**config.mk**
```make
export PLATFORM = sky130hd
export DESIGN_NAME = utf8_stream_decoder_top
export DESIGN_NICKNAME = d
export VERILOG_FILES = /design/src/sv/utf8sd_pkg.sv /design/src/sv/utf8sd_step.sv /design/src/sv/utf8_stream_decoder_top.sv
export SDC_FILE = /design/constraint.sdc
export NUM_CORES = 1
export LEC_CHECK = 0
export BUFFER_PORTS_ARGS = -buffer_cell sky130_fd_sc_hd__buf_2
export CORE_AREA = 2 2 116 107
export DETAILED_ROUTE_END_ITERATION = 10
export DIE_AREA = 0 0 118 109
export PLACE_DENSITY_LB_ADDON = 0.1
export SLEW_MARGIN = 20
export SYNTH_ARGS = -nofsm -noshare
export SYNTH_HDL_FRONTEND = slang
export SYNTH_SLANG_ARGS = --single-unit
```
**constraint.sdc**
```tcl
create_clock -name clk -period 8.15 [get_ports clk]
set_clock_uncertainty 0.2 [all_clocks]
set_input_delay 1.63 -clock clk [delete_from_list [all_inputs] [get_ports clk]]
set_output_delay 1.63 -clock clk [all_outputs]
set_load 0.01 [all_outputs]
```
**src/sv/utf8sd_pkg.sv**
```systemverilog
// utf8sd_pkg: shared types and constants of the byte-serial utf-8 decoder
// used by utf8sd_step, utf8_stream_decoder_top and its checker

package utf8sd_pkg;

  // character count limit, taken down to the 16-bit count field
  localparam longint unsigned MAX_TEXT_CHARS = 65535;
  localparam int CountW = 16;
  localparam logic [CountW-1:0] CountLimit =
    (MAX_TEXT_CHARS > 65535) ? 16'hFFFF : CountW'(MAX_TEXT_CHARS);

  localparam int CpW      = 31;
  localparam int PendW    = 3;
  localparam int OutDataW = 48;

  // lead byte class bounds
  localparam logic [7:0] Lead2Min = 8'h80;
  localparam logic [7:0] Lead3Min = 8'hE0;
  localparam logic [7:0] Lead4Min = 8'hF0;
  localparam logic [7:0] Lead5Min = 8'hF8;
  localparam logic [7:0] Lead6Min = 8'hFC;

  // payload masks
  localparam logic [7:0] ContMask  = 8'h3F;
  localparam logic [7:0] Lead2Mask = 8'h1F;
  localparam logic [7:0] Lead3Mask = 8'h0F;
  localparam logic [7:0] Lead4Mask = 8'h07;
  localparam logic [7:0] Lead5Mask = 8'h03;
  localparam logic [7:0] Lead6Mask = 8'h01;

  // decoder state between bytes
  typedef struct packed {
    logic [PendW-1:0]  pending;
    logic [CpW-1:0]    partial;
    logic [CountW-1:0] count;
  } state_t;

  // one decoded character
  typedef struct packed {
    logic [CountW-1:0] char_count;
    logic              last_char;
    logic [CpW-1:0]    code_point;
  } result_t;

endpackage

```
**src/sv/utf8sd_step.sv**
```systemverilog
// utf8sd_step: combinational decode of one text byte against the current state
// depends on utf8sd_pkg

module utf8sd_step (
  input  utf8sd_pkg::state_t  st,
  input  logic [7:0]          text_byte,
  input  logic                end_of_text,
  output utf8sd_pkg::state_t  st_next,
  output logic                res_valid,
  output utf8sd_pkg::result_t res
);
  import utf8sd_pkg::*;

  logic [PendW-1:0]  pend_n;
  logic [CpW-1:0]    part_n;
  logic [CpW-1:0]    cp;
  logic [CountW-1:0] cnt_n;

  // lead byte opens a sequence, otherwise append six payload bits
  always_comb begin
    if (st.pending == '0) begin
      if (text_byte < Lead2Min) begin
        part_n = CpW'(text_byte);
        pend_n = PendW'(0);
      end else if (text_byte < Lead3Min) begin
        part_n = CpW'(text_byte & Lead2Mask);
        pend_n = PendW'(1);
      end else if (text_byte < Lead4Min) begin
        part_n = CpW'(text_byte & Lead3Mask);
        pend_n = PendW'(2);
      end else if (text_byte < Lead5Min) begin
        part_n = CpW'(text_byte & Lead4Mask);
        pend_n = PendW'(3);
      end else if (text_byte < Lead6Min) begin
        part_n = CpW'(text_byte & Lead5Mask);
        pend_n = PendW'(4);
      end else begin
        part_n = CpW'(text_byte & Lead6Mask);
        pend_n = PendW'(5);
      end
    end else begin
      part_n = {st.partial[CpW-7:0], text_byte[5:0]};
      pend_n = st.pending - PendW'(1);
    end
  end

  // missing bytes on early end of text count as zero
  always_comb begin
    case (pend_n)
      3'd0:    cp = part_n;
      3'd1:    cp = {part_n[CpW-7:0], 6'd0};
      3'd2:    cp = {part_n[CpW-13:0], 12'd0};
      3'd3:    cp = {part_n[CpW-19:0], 18'd0};
      3'd4:    cp = {part_n[CpW-25:0], 24'd0};
      3'd5:    cp = {part_n[CpW-31:0], 30'd0};
      default: cp = '0;
    endcase
  end

  // saturating character count
  assign cnt_n = (st.count < CountLimit) ? st.count + CountW'(1) : CountLimit;

  assign res_valid      = (pend_n == '0) || end_of_text;
  assign res.code_point = cp;
  assign res.last_char  = end_of_text;
  assign res.char_count = cnt_n;

  // state after this byte
  always_comb begin
    if (res_valid) begin
      st_next.pending = '0;
      st_next.partial = '0;
      st_next.count   = end_of_text ? '0 : cnt_n;
    end else begin
      st_next.pending = pend_n;
      st_next.partial = part_n;
      st_next.count   = st.count;
    end
  end

endmodule

```
**src/sv/utf8_stream_decoder_top.sv**
```systemverilog
// utf8_stream_decoder_top: byte-serial utf-8 decoder with a registered,
// skid-buffered output stream; depends on utf8sd_pkg and utf8sd_step
//
// usage:
//   slave side takes one text byte per beat: s_tdata = text byte,
//   s_tlast = end of text (final byte of the string).
//   master side gives one beat per completed character:
//   m_tdata[30:0] = code point, m_tdata[46:31] = character count of the
//   string so far (saturating at 65535), m_tdata[47] = 0, m_tlast = last
//   character of the string.
//   lead bytes follow the legacy one- to six-byte classes; continuation
//   bytes are not checked. an end of text inside a sequence pads the
//   missing bytes with zeros and emits the character.
//   a character beat is registered once the byte that completes it is accepted,
//   into the output register, or into the skid register while the output is
//   stalled. throughput: one byte per cycle while s_tready is high.
//   when the receiver stalls, one more character is held in a skid
//   register; s_tready drops only while that register is full.
//   reset (rst, synchronous) empties both output registers and clears the
//   pending count, partial value and character count.

module utf8_stream_decoder_top (
  input  logic                          clk,
  input  logic                          rst,
  input  logic                          s_tvalid,
  output logic                          s_tready,
  input  logic [7:0]                    s_tdata,   // [7:0] text_byte
  input  logic                          s_tlast,
  output logic                          m_tvalid,
  input  logic                          m_tready,
  output logic [utf8sd_pkg::OutDataW-1:0] m_tdata, // [30:0] code_point, [46:31] char_count
  output logic                          m_tlast
);
  import utf8sd_pkg::*;

  state_t  st;
  state_t  st_next;
  logic    res_valid;
  result_t res;
  logic    acc_in;
  logic    fire;
  logic    out_free;
  logic    out_valid;
  result_t out_res;
  logic    skid_valid;
  result_t skid_res;

  utf8sd_step u_step (
    .st          (st),
    .text_byte   (s_tdata),
    .end_of_text (s_tlast),
    .st_next     (st_next),
    .res_valid   (res_valid),
    .res         (res)
  );

  assign s_tready = !skid_valid;
  assign acc_in   = s_tvalid && s_tready;
  assign fire     = acc_in && res_valid;
  assign out_free = !out_valid || m_tready;

  // decoder state and output valid flags
  always_ff @(posedge clk) begin
    if (rst) begin
      st         <= '0;
      out_valid  <= 1'b0;
      skid_valid <= 1'b0;
    end else begin
      if (acc_in) begin
        st <= st_next;
      end
      if (out_free) begin
        if (skid_valid) begin
          out_valid  <= 1'b1;
          skid_valid <= fire;
        end else begin
          out_valid <= fire;
        end
      end else if (fire) begin
        skid_valid <= 1'b1;
      end
    end
  end

  // output and skid payload
  always_ff @(posedge clk) begin
    if (out_free) begin
      if (skid_valid) begin
        out_res <= skid_res;
        if (fire) begin
          skid_res <= res;
        end
      end else if (fire) begin
        out_res <= res;
      end
    end else if (fire) begin
      skid_res <= res;
    end
  end

  assign m_tvalid = out_valid;
  assign m_tdata  = {1'b0, out_res.char_count, out_res.code_point};
  assign m_tlast  = out_res.last_char;

endmodule

```
==> reports/qor_table.md <==
| Item | This run | Unit |
|:---|:---|:---|
| Final hold violation count | 0 | - |
| Number of enable flip-flop cells after synthesis | 96 | - |
| Wire length of the first global-routing pass | 25,400 | um |
| Cell depth of the worst min-delay path | 2 | - |
| Share of cells above drive strength 1 | 26.2 | % |
| Register bit total from synthesis | 142 | - |
| Mapped Avg Cell Area | 11.7 | um2 |
| Area of the die | 12,900 | um2 |
| Critical path launch point type | register | - |
| Library cell used as clock root buffer | sky130_fd_sc_hd__clkbuf_16 | - |
| Worst Setup Path Type | register to register | - |
| Area used by multi-input combinational logic | 2650 | um2 |
| Cell breakdown of the critical path | buf_4 -> inv_1 -> ha_1 -> nor2b_1 -> nand2b_1 -> nand3_2 -> nor3b_2 -> buf_4 | - |
| Type of destination of the critical path | register | - |
| Proportion of synthesized area in mux cells | 8.07 | % |
| Number of antenna violations at the first check in global routing | 1 | - |
| DRC violations left | 0 | - |
| Number of routed nets with antenna violations | 0 | - |
| Cells after Synth | 571 | - |
| Leakage | 2.81 | nW |
| Share of async-settable or async-resettable flops after synthesis | 0 | % |
| Max IR drop VDD | 0.000115 | V |
| Number of cells traversed by the worst register-to-register path | 8 | - |
| Final layout net count | 636 | - |
| Aggregate routed wire length | 16,100 | um |
| Max_cap viols | 0 | - |
| IO Pins | 64 | - |
| Chip Width | 118 | um |
| Setup Buffers After CTS | 0 | - |
| Final-layout worst hold slack | 0.269 | ns |
| Status | finished clean | - |
| Adder-cell area share of the yosys netlist | 0.561 | % |
| Seq/Total Area, Yosys | 56.8 | % |
| Clock transition at the registers of the reported paths | 0.06 | ns |
| Worst reg-to-reg setup slack | 4.16 | ns |
| Post-synthesis cell area | 6690 | um2 |
| Dominant synthesized flop cell | sky130_fd_sc_hd__edfxtp_1 | - |
| Worst Hold Class | register to register | - |
| Dominant combinational cell family by area after synthesis | compound AO/OA/AOI/OAI gates | - |
| Finish-stage setup viols | 0 | - |
| Global placer's final weighted congestion | 0.867 | - |
| CTS H-Tree Depth | 4 | - |
| Most frequent standard cell in the layout excluding fill and tap cells | sky130_fd_sc_hd__edfxtp_1 | - |
| Warning count from the yosys run | 0 | - |
| Cell family with the largest share of critical-path delay | simple AND/OR/NAND/NOR gates | - |
| Area of the core | 11,700 | um2 |
| Count of final max-slew check failures | 0 | - |
| Effective utilization at floorplan | 57.0 | % |
| TNS Setup | 0 | ns |
| Sum of internal, switching and leakage power | 1.74 | mW |
| Router iterations before antenna repair | 5 | - |
| DPL Wire Length | 10,900 | um |
| Vias after detailed routing | 4,925 | - |
| Placement Rows | 38 | - |
| Total congestion overflow | 0 | - |
| Hold EP | st[48] | - |
| Filler instances | 984 | - |
| Antenna cells | 0 | - |
| Sequential standard cell area | 3800 | um2 |
| Clock Path Buffers | 2 | - |
| Area fraction in compound gates after synthesis | 17.8 | % |
| Die Height | 109 | um |
| Max incr delay on CP | 0.66 | ns |
| Slew at the pin closest to its max-slew limit | 0.935 | ns |
| Critical path data required time | 8.01 | ns |
| Post-Syn Nets | 587 | - |
| Placed instance count | 761 | - |
| Total of cells resized after clock tree synthesis | 0 | - |
| CTS tree | yes | - |
| Highest Clock Rate | 251 | MHz |
| Post-route non-filler standard cell count | 793 | - |
| Distinct cell type count of the synthesized netlist | 78 | - |
| Hold wc startpoint | st[48] | - |
| Cell repeated most along the worst path | sky130_fd_sc_hd__buf_4 | - |
| Simple-gate area share of the yosys netlist | 11.9 | % |
| Xor-xnor portion of the synthesized cell area | 0.916 | % |
| Worst relative slew slack | 37.3 | % |
| Tmin final | 3.99 | ns |
| Setup repair after global routing missed its margin | no | - |
| Total track usage | 26.4 | % |
| Count of clock tree sinks | 142 | - |
| Critical register-to-register path endpoint | skid_res[26] | - |
| FF-to-FF Start | st[47] | - |
| WL/cell | 20.3 | um |
| Number of CTS-inserted buffers | 17 | - |
| Library cell contributing the largest single delay on the critical path | sky130_fd_sc_hd__nor2b_1 | - |
| Maximum number of pins on one net before global-route repair | 49 | - |
| Share of the clock period used by the worst path | 49.0 | % |
| Commonest cells after routing, fill and taps aside | sky130_fd_sc_hd__edfxtp_1 (96), sky130_fd_sc_hd__buf_2 (62), sky130_fd_sc_hd__nand2_1 (52), sky130_fd_sc_hd__dfxtp_1 (45), sky130_fd_sc_hd__nor2_1 (42) | - |
| Power per Cell Area | 227 | nW/um2 |
| Via count of the first global-routing pass | 4,499 | - |
| Number of DRC markers after the initial detailed-route iteration | 603 | - |
| Maximum fanout along the worst path | 41 | - |
| Hold buffer count at CTS | 0 | - |
| Worst Path Buf+Inv | 3 | - |
| Area delta synth->final | 14.7 | % |
| Number of buffers inserted by port buffering | 62 | - |
| Endpoint arrival time on the critical path | 3.85 | ns |
| Clock Latency Late Sink | 0.43 | ns |
| Via density per instance | 6.21 | - |
kinds of logic after synthesis:
group	count (synthesis)
AO/OA/AOI/OAI	158
buffers and inverters	51
other	1
adder cells (fa/ha/maj)	3
flip-flops	142
multiplexers	48
XOR/XNOR	7
AND/OR/NAND/NOR	161
where the power goes:
| part | leakage (nW) | total [mW] | internal [mW] | switching, mW |
|---|---|---|---|---|
| Clock | 0.287 | 0.811 | 0.509 | 0.302 |
| Combinational | 1.23 | 0.131 | 0.0415 | 0.0894 |
| Sequential | 1.29 | 0.803 | 0.795 | 0.00767 |
| Total | 2.81 | 1.74 | 1.35 | 0.399 |
layout make-up:
type / count / area share [%]
tap: 160 / 2.61
inverter: 14 / 0.685
sequential: 142 / 49.6
multi-input combinational: 378 / 34.5
clock inverter: 15 / 2.51
timing repair buffer: 67 / 4.53
clock buffer: 17 / 5.54
worst max-delay path by stage:
stage	cells past startpoint	endpoint	start
global placement	4	skid_res[21]	s_tvalid
detailed placement	4	skid_res[16]	s_tvalid
finish	8	skid_res[26]	st[47]
global route	8	skid_res[26]	st[47]
CTS	8	skid_res[19]	st[47]
floorplan	4	skid_res[0]	s_tdata[7]
tightest hold or removal path: stages, from the launching register on:
cell,delay [ns]
sky130_fd_sc_hd__dfxtp_1,0.32
sky130_fd_sc_hd__nand2_1,0.06
sky130_fd_sc_hd__a21oi_1,0.05
cells in the mapped netlist (3+ instances only):
library cell | count | area (um2)
sky130_fd_sc_hd__o31ai_1 | 12 | 90.1
sky130_fd_sc_hd__o21ai_0 | 24 | 120
sky130_fd_sc_hd__nand2_1 | 52 | 195
sky130_fd_sc_hd__nand3_1 | 14 | 70.1
sky130_fd_sc_hd__a2bb2o_1 | 3 | 30.0
sky130_fd_sc_hd__a2bb2oi_1 | 3 | 26.3
sky130_fd_sc_hd__nand4_1 | 6 | 37.5
sky130_fd_sc_hd__a22oi_1 | 22 | 165
sky130_fd_sc_hd__mux2i_1 | 9 | 90.1
sky130_fd_sc_hd__a31oi_1 | 4 | 25.0
sky130_fd_sc_hd__buf_6 | 6 | 67.6
sky130_fd_sc_hd__a32oi_1 | 10 | 87.6
sky130_fd_sc_hd__ha_1 | 3 | 37.5
sky130_fd_sc_hd__a21oi_1 | 18 | 90.1
sky130_fd_sc_hd__buf_2 | 11 | 55.1
sky130_fd_sc_hd__nor2b_1 | 3 | 18.8
sky130_fd_sc_hd__and3_1 | 3 | 18.8
sky130_fd_sc_hd__a32o_1 | 5 | 50.1
sky130_fd_sc_hd__xor2_1 | 6 | 52.6
sky130_fd_sc_hd__nand2b_1 | 13 | 81.3
sky130_fd_sc_hd__and2_1 | 3 | 18.8
sky130_fd_sc_hd__clkbuf_1 | 15 | 56.3
sky130_fd_sc_hd__o31a_1 | 3 | 26.3
sky130_fd_sc_hd__o211ai_1 | 5 | 37.5
sky130_fd_sc_hd__mux2_2 | 38 | 428
sky130_fd_sc_hd__edfxtp_1 | 96 | 2880
sky130_fd_sc_hd__dfxtp_1 | 46 | 921
sky130_fd_sc_hd__a22o_1 | 7 | 61.3
sky130_fd_sc_hd__nor2_1 | 42 | 158
sky130_fd_sc_hd__nor3_1 | 5 | 25.0
sky130_fd_sc_hd__o22ai_1 | 11 | 68.8
sky130_fd_sc_hd__inv_1 | 14 | 52.6
per-layer routing:
layer	vias to the layer above	GRT usage, %	wire (um)
met5	-	1.17	0
li1	2284	-	-
met2	219	36.8	6870
met3	22	6.43	1400
met1	2400	39.3	7630
met4	0	10.6	229
stage by stage:
stage	worst slack (ns)	instance area [um2]	util, %
final	4.16	7670	65.4
after global routing	3.89	7670	65.4
after CTS	4.21	7670	65.3
after detailed placement	3.81	7050	60.1
after global placement	3.93	7050	60.1
after floorplan	1.86	6690	-
flip-flops by register name, indices dropped and copies added (netlist names):
name / cells
m_tdata: 47
m_tlast: 1
m_tvalid: 1
skid_res: 48
skid_valid: 1
st: 44
(Power assumes the default switching activity.)
